[src/rtl/dqsd_pkg.sv]
`timescale 1ns / 1ps

package dqsd_pkg;

    localparam int FFT_SIZE  = 2048;
    localparam int ADDR_W    = $clog2(FFT_SIZE);
    localparam int BIN_W     = 11;
    localparam int CARR_W    = 11;
    localparam int SAMP_W    = 16;
    localparam int SOFT_W    = 8;
    localparam int IDX_EXT_W = (ADDR_W > BIN_W) ? ADDR_W : BIN_W;
    localparam int REF_W     = 2 * SAMP_W;
    localparam int PROD_W    = 2 * SAMP_W;
    localparam int SUM_W     = PROD_W + 1;
    localparam int MAG_W     = PROD_W;
    localparam int NORM_W    = MAG_W + 1;
    localparam int Q_W       = 7;
    localparam int NUM_W     = NORM_W + Q_W;
    localparam int DIV_STEPS = Q_W;

    typedef enum logic {
        CMD_REF  = 1'b0,
        CMD_DATA = 1'b1
    } t_cmd;

    typedef struct packed {
        t_cmd                     command;
        logic [BIN_W-1:0]         bin_index;
        logic [CARR_W-1:0]        carrier_number;
        logic signed [SAMP_W-1:0] sample_re;
        logic signed [SAMP_W-1:0] sample_im;
    } t_in_item;

    typedef struct packed {
        logic signed [SOFT_W-1:0] soft_first;
        logic signed [SOFT_W-1:0] soft_second;
        logic [CARR_W-1:0]        carrier_slot;
    } t_out_item;

    typedef struct packed {
        logic [CARR_W-1:0]        carrier;
        logic signed [SAMP_W-1:0] x_re;
        logic signed [SAMP_W-1:0] x_im;
        logic signed [SAMP_W-1:0] r_re;
        logic signed [SAMP_W-1:0] r_im;
    } t_mul_in;

    typedef struct packed {
        logic [CARR_W-1:0] carrier;
        logic [NORM_W-1:0] norm;
        logic [NUM_W-1:0]  num_f;
        logic [NUM_W-1:0]  num_s;
        logic              neg_f;
        logic              neg_s;
    } t_div_in;

    typedef struct packed {
        logic [CARR_W-1:0] carrier;
        logic [NORM_W-1:0] norm;
        logic [NUM_W-1:0]  rem_f;
        logic [NUM_W-1:0]  rem_s;
        logic [Q_W-1:0]    q_f;
        logic [Q_W-1:0]    q_s;
        logic              neg_f;
        logic              neg_s;
    } t_div_stage;

endpackage

[src/rtl/dqsd_cmul.sv]
`timescale 1ns / 1ps

module dqsd_cmul (
    input  logic              i_clk,
    input  logic              i_rst_n,
    input  logic              i_valid,
    output logic              o_ready,
    input  dqsd_pkg::t_mul_in i_data,
    output logic              o_valid,
    input  logic              i_ready,
    output dqsd_pkg::t_div_in o_data
);
    import dqsd_pkg::*;

    logic r_v_prod, r_v_sum, r_v_mag, r_v_norm;
    logic w_en_prod, w_en_sum, w_en_mag, w_en_norm;

    logic [CARR_W-1:0]        r_prod_carrier;
    logic signed [PROD_W-1:0] r_p_rr, r_p_ii, r_p_ir, r_p_ri;
    logic signed [PROD_W-1:0] n_p_rr, n_p_ii, n_p_ir, n_p_ri;

    logic [CARR_W-1:0]        r_sum_carrier;
    logic signed [SUM_W-1:0]  r_pr, r_pi;
    logic signed [SUM_W-1:0]  n_pr, n_pi;

    logic [CARR_W-1:0]        r_mag_carrier;
    logic [MAG_W-1:0]         r_mag_f, r_mag_s;
    logic [MAG_W-1:0]         n_mag_f, n_mag_s;
    logic                     r_neg_f, r_neg_s;

    t_div_in                  r_out;
    t_div_in                  n_out;

    assign w_en_norm = !r_v_norm || i_ready;
    assign w_en_mag  = !r_v_mag  || w_en_norm;
    assign w_en_sum  = !r_v_sum  || w_en_mag;
    assign w_en_prod = !r_v_prod || w_en_sum;

    assign n_p_rr = i_data.x_re * i_data.r_re;
    assign n_p_ii = i_data.x_im * i_data.r_im;
    assign n_p_ir = i_data.x_im * i_data.r_re;
    assign n_p_ri = i_data.x_re * i_data.r_im;

    assign n_pr = SUM_W'(r_p_rr) + SUM_W'(r_p_ii);
    assign n_pi = SUM_W'(r_p_ir) - SUM_W'(r_p_ri);

    assign n_mag_f = r_pr[SUM_W-1] ? MAG_W'(-r_pr) : MAG_W'(r_pr);
    assign n_mag_s = r_pi[SUM_W-1] ? MAG_W'(-r_pi) : MAG_W'(r_pi);

    always_comb begin
        n_out.carrier = r_mag_carrier;
        n_out.norm    = NORM_W'(r_mag_f) + NORM_W'(r_mag_s);
        n_out.num_f   = (NUM_W'(r_mag_f) << Q_W) - NUM_W'(r_mag_f);
        n_out.num_s   = (NUM_W'(r_mag_s) << Q_W) - NUM_W'(r_mag_s);
        n_out.neg_f   = r_neg_f;
        n_out.neg_s   = r_neg_s;
    end

    always_ff @(posedge i_clk) begin
        if (!i_rst_n) begin
            r_v_prod <= 1'b0;
            r_v_sum  <= 1'b0;
            r_v_mag  <= 1'b0;
            r_v_norm <= 1'b0;
        end else begin
            if (w_en_prod) begin
                r_v_prod <= i_valid;
            end
            if (w_en_sum) begin
                r_v_sum <= r_v_prod;
            end
            if (w_en_mag) begin
                r_v_mag <= r_v_sum;
            end
            if (w_en_norm) begin
                r_v_norm <= r_v_mag;
            end
        end
    end

    always_ff @(posedge i_clk) begin
        if (w_en_prod && i_valid) begin
            r_prod_carrier <= i_data.carrier;
            r_p_rr         <= n_p_rr;
            r_p_ii         <= n_p_ii;
            r_p_ir         <= n_p_ir;
            r_p_ri         <= n_p_ri;
        end
        if (w_en_sum && r_v_prod) begin
            r_sum_carrier <= r_prod_carrier;
            r_pr          <= n_pr;
            r_pi          <= n_pi;
        end
        if (w_en_mag && r_v_sum) begin
            r_mag_carrier <= r_sum_carrier;
            r_mag_f       <= n_mag_f;
            r_mag_s       <= n_mag_s;
            r_neg_f       <= r_pr[SUM_W-1];
            r_neg_s       <= r_pi[SUM_W-1];
        end
        if (w_en_norm && r_v_mag) begin
            r_out <= n_out;
        end
    end

    assign o_ready = w_en_prod;
    assign o_valid = r_v_norm;
    assign o_data  = r_out;

endmodule

[config.mk]
export PLATFORM = sky130hd
export DESIGN_NAME = dqsd_cmul
export DESIGN_NICKNAME = d
export VERILOG_FILES = /design/src/rtl/dqsd_pkg.sv /design/src/rtl/dqsd_cmul.sv
export SDC_FILE = /design/constraint.sdc
export NUM_CORES = 2
export LEC_CHECK = 0
export BUFFER_PORTS_ARGS = -buffer_cell sky130_fd_sc_hd__buf_2
export CORE_MARGIN = 2
export CORE_UTILIZATION = 61
export DETAILED_ROUTE_END_ITERATION = 12
export PLACE_DENSITY = 0.75
export SYNTH_ARGS = -nofsm -noshare
export SYNTH_HDL_FRONTEND = slang
export SYNTH_SLANG_ARGS = --single-unit
[constraint.sdc]
create_clock -name i_clk -period 12.1 [get_ports i_clk]
set_input_delay 0.605 -clock i_clk [delete_from_list [all_inputs] [get_ports i_clk]]
set_output_delay 0.605 -clock i_clk [all_outputs]
set_load 0.05 [all_outputs]
==> qor.yml <==
ctsResizeCount: 0
slew_viol_final: 0
tritoncts: "done"
crit_path_start_kind: "primary input"
r2r_slack_ns: 7.82
post-place-ws_ns: 4.139
first_global_vias: 44940
maxCapViolations: 0
vias: 42510
synth_xor_area_frac: 0.05044
synthDistinctLibCells: 80
io_pins: 207
start_util: 0.6174
yosys.area_share.simple: 0.1267
drt_iter0_markers: 2804
rsz0062_at_grt: "no"
synth_most_common_cell: "inv_1"
hold_depth: 1
port_buffers: 206
synth.top_cells.by_count: "inv_1, fa_1, nand2_1"
maxSlewHeadroom: 0.2805
num-nets-final: 7781
worstMarginPinSlew_ns: 1.079
drive_above_1_share: 0.05462
hold_class: "in -> reg"
viasPerCell: 5.669
die_w_um: 320.1
synth_cells: 6093
htreeDepth: 2
synthArstFlopShare: 0
yosys.area.top_type: "fa_1"
clk_pin_slew_ns: 0.06
syn-cell-area_um2: 60940
cp.required_ns: 12.46
place_congestion: 0.9559
area_delta_synth_final_pct: 5.974
fin_ws_ns: 4.627
synth_top_cell_area_share: 0.3452
firstDrtPassIters: 6
rr_worst_depth: 12
synth.area.mux_share: 0.0001642
synth_warnings: 0
synth-seq-cells: 423
numClockSinks: 423
synth_edf_count: 419
synth_top_family_by_area: "adder cells"
grt_overflow: 0
synth_compound_area_frac: 0.07994
drc: 0
finalCriticalPeriod_ns: 7.473
placeableCoreArea_um2: 98710
setup_viol: 0
die_h_um: 320.1
multi_input_area_um2: 42740
wl_um: 146400
worst_ep_arrival_time_ns: 7.83
post-route-period-util: 0.6176
post_cts_buffers: 0
syn_avg_cell_area_um2: 10.00
seq_area_frac_synth: 0.2078
final_util: 0.6543
routedWlPerCell_um: 19.52
yosys.area_share.adder: 0.4434
grt_max_degree: 83
cts_inserted_buffers: 45
dp_hpwl_um: 116500
fmax_mhz: 133.8
grt_pass1_wl_um: 239100
num_rows: 115
crit_path_end_kind: "flip-flop"
critPathKind: "in -> reg"
die_area_um2: 102500
drtAntennaViolNets: 0
clockRootBuffer: "clkbuf_16"
gr-usage-all-layers: 0.2998
ff_latch_area_um2: 12660
outcome: "complete, no violations"
synth_ff_type: "edfxtp_1"
fin_skew_ns: 0.02278
critPathMaxFanout: 32
synth_nets: 7701
fill_cells: 7866
clock_path_buffers: 3
antenna_found_initial: 13
hold_viol: 0
worstSkewPairLatency_ns: 0.60
setup_tns_ns: 0
cts_hold_buffers: 0
yosys-top-cells-area: "fa_1, edfxtp_1, ha_1"
[metal layers]
| metal | global-route usage | vias up | routed length (µm) |
|---|---|---|---|
| met4 | 0.1529 | 6 | 8826 |
| li1 | - | 19250 | - |
| met1 | 0.3874 | 21260 | 57660 |
| met2 | 0.4921 | 1636 | 68980 |
| met5 | 0 | - | 34 |
| met3 | 0.04794 | 365 | 10900 |
[flip-flops by register name, summed over array words and instances, names as in the netlist]
register / count
r_v_mag: 1
r_neg_s: 1
r_mag_carrier: 11
r_neg_f: 1
r_v_sum: 1
r_mag_f: 32
r_v_prod: 1
o_data: 126
r_prod_carrier: 11
r_p_ri: 32
r_pr: 33
r_pi: 33
r_mag_s: 32
o_valid: 1
r_p_ii: 32
r_p_ir: 32
r_sum_carrier: 11
r_p_rr: 32
[layout make-up]
class | count | area share
diodes | 6 | 0.0002325
flip-flops and latches | 423 | 0.1961
well taps | 1287 | 0.02493
repair buffers | 235 | 0.01933
clock inverters | 28 | 0.004804
clock buffers | 52 | 0.01817
multi-input cells | 4182 | 0.6617
inverters | 1286 | 0.07474
[worst paths after layout]
check | from | to
setup / recovery | i_data[19] | r_p_rr[30]$_DFFE_PP_
hold / removal | i_data[68] | r_prod_carrier[4]$_DFFE_PP_
setup reg to reg | r_p_ii[0]$_DFFE_PP_ | r_pr[30]$_DFFE_PP_
hold reg to reg | r_mag_carrier[0]$_DFFE_PP_ | o_data[115]$_DFFE_PP_
[critical path, cell delays in order]
cell	delay, ns
buf_2	0.67
and2_1	0.25
fa_1	0.58
fa_1	0.85
fa_1	0.51
fa_1	0.50
fa_1	0.49
inv_1	0.05
fa_1	0.50
inv_1	0.05
ha_1	0.40
nand4_1	0.28
or4_1	0.63
a211oi_1	0.72
o41ai_1	0.25
o2111ai_1	0.25
a21oi_1	0.10
xnor2_1	0.13
[cells in the final DEF (no fill, tap or decap), drive strengths merged, types with 36 or more instances in the layout]
| master | count |
|---|---|
| nand2b | 46 |
| xnor2 | 288 |
| fa | 1051 |
| nor2 | 180 |
| and2 | 510 |
| inv | 1289 |
| clkbuf | 52 |
| nand2 | 594 |
| a21o | 107 |
| ha | 478 |
| nand3 | 43 |
| edfxtp | 419 |
| nor3 | 36 |
| xor2 | 63 |
| buf | 235 |
| o21ai | 152 |
| a21oi | 224 |
[cell families (layout without fill, tap and decap cells)]
logic type,Yosys count,in the layout
simple gates,1545,1545
fa+ha+maj,1529,1529
buf+inv,1488,1601
compound gates,756,756
flops,423,423
xor+xnor,351,351
mux,1,1
other cells,0,6
[per-stage QoR]
| step | area [µm²] | hold slack, ns | std cells |
|---|---|---|---|
| finish | 64590 | 0.1842 | 7499 |
| detailed placement | 63090 | 0.4045 | 7413 |
| CTS | 64570 | 0.1506 | 7493 |
| global route | 64580 | 0.1585 | 7496 |
| floorplan | 60940 | 0.4003 | 6093 |
| global placement | 63090 | 0.4004 | 7413 |
Power is left out: the tool's default activity adds up to more than one toggle a clock period on the data nets, which glitch-free logic cannot reach.
