**config.mk**
```make
export PLATFORM = sky130hd
export DESIGN_NAME = dqsd_div
export DESIGN_NICKNAME = d
export VERILOG_FILES = /design/src/rtl/dqsd_pkg.sv /design/src/rtl/dqsd_div.sv
export SDC_FILE = /design/constraint.sdc
export NUM_CORES = 2
export LEC_CHECK = 0
export BUFFER_PORTS_ARGS = -buffer_cell sky130_fd_sc_hd__buf_4
export CAP_MARGIN = 20
export CORE_AREA = 2 2 433 435
export CTS_CLUSTER_SIZE = 20
export DETAILED_ROUTE_END_ITERATION = 10
export DIE_AREA = 0 0 435 437
export SLEW_MARGIN = 40
export SYNTH_ARGS = -nofsm -noshare
export SYNTH_HDL_FRONTEND = slang
export SYNTH_SLANG_ARGS = --single-unit
```
**constraint.sdc**
```tcl
create_clock -name i_clk -period 15.4 [get_ports i_clk]
set_input_delay 0.77 -clock i_clk [delete_from_list [all_inputs] [get_ports i_clk]]
set_output_delay 0.77 -clock i_clk [all_outputs]
set_load 0.1 [all_outputs]
```
**src/rtl/dqsd_pkg.sv**
```systemverilog
`timescale 1ns / 1ps

package dqsd_pkg;

    localparam int FFT_SIZE  = 2048;
    localparam int ADDR_W    = $clog2(FFT_SIZE);
    localparam int BIN_W     = 11;
    localparam int CARR_W    = 11;
    localparam int SAMP_W    = 16;
    localparam int SOFT_W    = 8;
    localparam int IDX_EXT_W = (ADDR_W > BIN_W) ? ADDR_W : BIN_W;
    localparam int REF_W     = 2 * SAMP_W;
    localparam int PROD_W    = 2 * SAMP_W;
    localparam int SUM_W     = PROD_W + 1;
    localparam int MAG_W     = PROD_W;
    localparam int NORM_W    = MAG_W + 1;
    localparam int Q_W       = 7;
    localparam int NUM_W     = NORM_W + Q_W;
    localparam int DIV_STEPS = Q_W;

    typedef enum logic {
        CMD_REF  = 1'b0,
        CMD_DATA = 1'b1
    } t_cmd;

    typedef struct packed {
        t_cmd                     command;
        logic [BIN_W-1:0]         bin_index;
        logic [CARR_W-1:0]        carrier_number;
        logic signed [SAMP_W-1:0] sample_re;
        logic signed [SAMP_W-1:0] sample_im;
    } t_in_item;

    typedef struct packed {
        logic signed [SOFT_W-1:0] soft_first;
        logic signed [SOFT_W-1:0] soft_second;
        logic [CARR_W-1:0]        carrier_slot;
    } t_out_item;

    typedef struct packed {
        logic [CARR_W-1:0]        carrier;
        logic signed [SAMP_W-1:0] x_re;
        logic signed [SAMP_W-1:0] x_im;
        logic signed [SAMP_W-1:0] r_re;
        logic signed [SAMP_W-1:0] r_im;
    } t_mul_in;

    typedef struct packed {
        logic [CARR_W-1:0] carrier;
        logic [NORM_W-1:0] norm;
        logic [NUM_W-1:0]  num_f;
        logic [NUM_W-1:0]  num_s;
        logic              neg_f;
        logic              neg_s;
    } t_div_in;

    typedef struct packed {
        logic [CARR_W-1:0] carrier;
        logic [NORM_W-1:0] norm;
        logic [NUM_W-1:0]  rem_f;
        logic [NUM_W-1:0]  rem_s;
        logic [Q_W-1:0]    q_f;
        logic [Q_W-1:0]    q_s;
        logic              neg_f;
        logic              neg_s;
    } t_div_stage;

endpackage

```
**src/rtl/dqsd_div.sv**
```systemverilog
`timescale 1ns / 1ps

module dqsd_div (
    input  logic                i_clk,
    input  logic                i_rst_n,
    input  logic                i_valid,
    output logic                o_ready,
    input  dqsd_pkg::t_div_in   i_data,
    output logic                o_valid,
    input  logic                i_ready,
    output dqsd_pkg::t_out_item o_item
);
    import dqsd_pkg::*;

    logic       r_v [DIV_STEPS+1];
    logic       w_en [DIV_STEPS+1];
    logic       w_vin [DIV_STEPS+1];
    t_div_stage r_st [DIV_STEPS];
    t_div_stage w_src [DIV_STEPS];
    t_div_stage n_st [DIV_STEPS];
    t_out_item  r_out;
    t_out_item  n_out;
    t_div_stage w_last;
    logic       w_zero;

    always_comb begin
        w_en[DIV_STEPS] = !r_v[DIV_STEPS] || i_ready;
        for (int k = DIV_STEPS - 1; k >= 0; k--) begin
            w_en[k] = !r_v[k] || w_en[k+1];
        end
    end

    assign w_vin[0] = i_valid;
    for (genvar j = 1; j <= DIV_STEPS; j++) begin : g_vin
        assign w_vin[j] = r_v[j-1];
    end

    always_comb begin
        w_src[0].carrier = i_data.carrier;
        w_src[0].norm    = i_data.norm;
        w_src[0].rem_f   = i_data.num_f;
        w_src[0].rem_s   = i_data.num_s;
        w_src[0].q_f     = '0;
        w_src[0].q_s     = '0;
        w_src[0].neg_f   = i_data.neg_f;
        w_src[0].neg_s   = i_data.neg_s;
    end

    for (genvar j = 0; j < DIV_STEPS; j++) begin : g_step
        localparam int SH = DIV_STEPS - 1 - j;
        logic [NUM_W-1:0] w_dsh;

        if (j > 0) begin : g_link
            assign w_src[j] = r_st[j-1];
        end

        assign w_dsh = NUM_W'(w_src[j].norm) << SH;

        always_comb begin
            n_st[j] = w_src[j];
            if (w_src[j].rem_f >= w_dsh) begin
                n_st[j].rem_f  = w_src[j].rem_f - w_dsh;
                n_st[j].q_f[SH] = 1'b1;
            end
            if (w_src[j].rem_s >= w_dsh) begin
                n_st[j].rem_s  = w_src[j].rem_s - w_dsh;
                n_st[j].q_s[SH] = 1'b1;
            end
        end

        always_ff @(posedge i_clk) begin
            if (w_en[j] && w_vin[j]) begin
                r_st[j] <= n_st[j];
            end
        end
    end

    assign w_last = r_st[DIV_STEPS-1];
    assign w_zero = (w_last.norm == '0);

    always_comb begin
        n_out.carrier_slot = w_last.carrier;
        if (w_zero) begin
            n_out.soft_first  = '0;
            n_out.soft_second = '0;
        end else begin
            n_out.soft_first  = w_last.neg_f ? SOFT_W'(w_last.q_f)
                                             : SOFT_W'(-SOFT_W'(w_last.q_f));
            n_out.soft_second = w_last.neg_s ? SOFT_W'(w_last.q_s)
                                             : SOFT_W'(-SOFT_W'(w_last.q_s));
        end
    end

    always_ff @(posedge i_clk) begin
        if (!i_rst_n) begin
            for (int k = 0; k <= DIV_STEPS; k++) begin
                r_v[k] <= 1'b0;
            end
        end else begin
            for (int k = 0; k <= DIV_STEPS; k++) begin
                if (w_en[k]) begin
                    r_v[k] <= w_vin[k];
                end
            end
        end
    end

    always_ff @(posedge i_clk) begin
        if (w_en[DIV_STEPS] && w_vin[DIV_STEPS]) begin
            r_out <= n_out;
        end
    end

    assign o_ready = w_en[0];
    assign o_valid = r_v[DIV_STEPS];
    assign o_item  = r_out;

    a_soft_in_range: assert property (
        @(posedge i_clk) disable iff (!i_rst_n)
        o_valid |-> (o_item.soft_first != -8'sd128 && o_item.soft_second != -8'sd128)
    ) else $error("soft bit out of range");

    a_zero_norm_gives_zero: assert property (
        @(posedge i_clk) disable iff (!i_rst_n)
        (r_v[DIV_STEPS-1] && w_en[DIV_STEPS] && w_zero)
            |=> (o_item.soft_first == '0 && o_item.soft_second == '0)
    ) else $error("zero norm did not give zero soft bits");

endmodule

```
==> impl_metrics.toml <==
[sta]
skew_ns = 0.0564
fin_crit_sh = 0.293
setup_tns_ns = 0
max_slew.worst_pin.slew_ns = 0.889
setup_viol = 0
fmax_ghz = 0.222
hold_slack_ns = 0.226
finalCriticalPeriod_ns = 4.51
hold_violations = 0
final.setup.worst_slack_ns = 10.89
slew_viol_final = 0
rsz0062_at_grt = "false"
slew_headroom = 0.406

[floorplan]
die_y_um = 437
num_rows = 158
core_um2 = 185000
chipWidth_um = 435
die_area_um2 = 190000
ios = 159
initial_utilization = 0.299

[route]
wirelength_um = 142000
wire_per_inst_um = 17.8
vias = 40076
drtAntennaViolNets = 0
drt-vias-per-instance = 5.03
drt_iter0_drc = 3390
drc_errors = 0
dr.pass1.iters = 6

[yosys]
ys_warn_count = 0
syn_nets = 5883
synthFlopType = "edfxtp_1"
synth_edf_count = 892
synth_area_per_cell_um2 = 10.5
ys_seq_area_frac = 0.484
ys_ff_latch = 893
yosysUniqueCellTypes = 92
synth_area_um2 = 55400
synth_cells = 5277
async_flop_share = 0

[job]
max_cap_viol_count = 0

[critical_path]
critPathKind = "in -> reg"
path_common_cell = "inv_1"
worstPathRequired_ns = 15.87
arrival_ns = 4.99
cp_max_fo = 65
cp-start-kind = "primary input"
cp-end-kind = "register"
critPathMaxStageDelay_ns = 0.50
crit_chain = "buf_4, inv_1, ha_1, inv_1, fa_1, a211oi_1, o21ai_0, a22oi_1, o221ai_1, or3_1, a41oi_1, o311a_2, buf_4, inv_1, mux2_2"
crit_slowest_cell = "a22oi_1"

[clocking]
cts_hold_buf = 0
cts_buffers = 95
post-cts-setup-buffers = 0
cts_tree = "built"
clk_path_buf_depth = 3
root_buffer = "clkbuf_16"
clock-sinks = 893
clkLatencyLatePin_ns = 0.73
h-tree-depth = 3
cts.reportedPaths.clkPinSlew_ns = 0.06
ctsResizeCount = 0

[grt]
antenna_found_initial = 0
grt_usage = 0.146
grt_pass1_vias = 40227
grt_max_degree = 78
grt_pass1_wl_um = 221000
overflow = 0

[cells_and_area]
seqCellArea_um2 = 26800
final.fill_count = 18531
antenna_cells = 0
syn_to_final_growth_pct = 13.4
nNetsFinal = 6017
multi_input_area_um2 = 26700
drive_above_1_share = 0.0893

[power]
p_leak_nw = 24.2
powerDensity_nw_per_um2 = 105
vdd_drop_max_mv = 0.0896

[placed_design]
dp_slack_ns = 10.23
io_buffers = 158
place_congestion = 0.934
hpwlAfterDp_um = 113000

[run_status]
status = "finished clean"

[min_path]
hold_path_class = "in -> reg"
stage by stage:
stage | util | area (µm²) | cells | power, mW
floorplan | - | 55400 | 5277 | 3.90
global placement | 0.321 | 59400 | 7793 | 4.23
detailed placement | 0.322 | 59500 | 7794 | 4.25
CTS | 0.339 | 62800 | 7970 | 6.64
global route | 0.339 | 62800 | 7970 | 6.89
finish | 0.339 | 62800 | 7970 | 6.58
cells in the final DEF, fill, tap and decap left out, types with 44 or more instances in the layout:
| master | instances |
|---|---|
| and3_1 | 44 |
| clkbuf_16 | 95 |
| a31oi_1 | 51 |
| xnor2_1 | 233 |
| o21a_1 | 44 |
| o21ai_0 | 354 |
| a21o_1 | 239 |
| nand4_1 | 88 |
| inv_1 | 355 |
| nand2_1 | 381 |
| nor2_1 | 392 |
| edfxtp_1 | 892 |
| o21bai_1 | 65 |
| nand3_1 | 82 |
| buf_4 | 193 |
| a211oi_1 | 46 |
| xor2_1 | 153 |
| nor3_1 | 76 |
| a21oi_1 | 544 |
| nor2b_1 | 57 |
| ha_1 | 464 |
| mux2_2 | 70 |
synthesized netlist by cell type, drive strengths merged (34+ instances only):
library cell  count  area share
a211oi           47      0.0064
a21o            239       0.032
a21oi           547       0.050
a31oi            54      0.0061
and3             44      0.0050
buf              50      0.0043
clkbuf          114      0.0077
edfxtp          892        0.48
ha              464        0.10
inv             356       0.024
mux2             80       0.016
nand2           382       0.026
nand2b           42      0.0047
nand3            83      0.0075
nand4            88      0.0099
nor2            393       0.027
nor2b            60      0.0068
nor3             77      0.0070
o211ai           34      0.0046
o21a             44      0.0060
o21ai           362       0.033
o21bai           65      0.0088
xnor2           233       0.037
xor2            153       0.024
state kept, by name (all words and copies together) (netlist names):
signal	cells
r_st	858
o_item	27
r_v	8
worst max-delay path, delay by kind of cell:
kind,cells,cell delay (ns)
compound gates,6,1.83
buf+inv,5,1.00
fa+ha+maj,2,0.60
simple gates,1,0.40
mux,1,0.34
worst paths after layout:
kind | start | to | slack, ns | cells past startpoint
hold / removal | i_data[105] | r_st[0][119] | 0.23 | 1
setup / recovery | i_data[8] | r_st[0][53] | 10.89 | 15
hold reg to reg | r_st[1][139] | r_st[2][139] | 0.38 | 0
setup reg to reg | r_st[4][17] | r_st[5][49] | 10.90 | 14
power by group:
group	total, mW	internal, mW	switching (mW)	leakage, nW
Sequential	2.93	2.85	0.0829	8.26
Combinational	1.29	0.531	0.756	14.4
Clock	2.36	1.36	1.01	1.55
Total	6.58	4.74	1.85	24.2
layer usage:
layer	global-route usage	wire, µm	up-vias
li1	-	-	19889
met1	0.184	63000	18832
met2	0.249	67000	1079
met3	0.0166	5340	276
met4	0.0727	6930	0
met5	0	0	-
cells by family (layout without fill, tap and decap cells):
logic type / Yosys count / count (layout) / synth area share
fa+ha+maj: 476 / 476 / 0.109
buf+inv: 521 / 734 / 0.0363
simple gates: 1340 / 1340 / 0.116
mux: 87 / 87 / 0.0175
xor+xnor: 386 / 386 / 0.0611
flops: 893 / 893 / 0.484
compound gates: 1574 / 1574 / 0.176
cell type report:
class	instances	area share
Clock buffer	111	0.0388
Clock inverter	65	0.0131
Inverter	357	0.0213
Multi-Input combinational cell	3863	0.426
Sequential cell	893	0.427
Tap cell	2480	0.0494
Timing Repair Buffer	201	0.0246
Note: power is estimated with default switching activity, not from simulation.
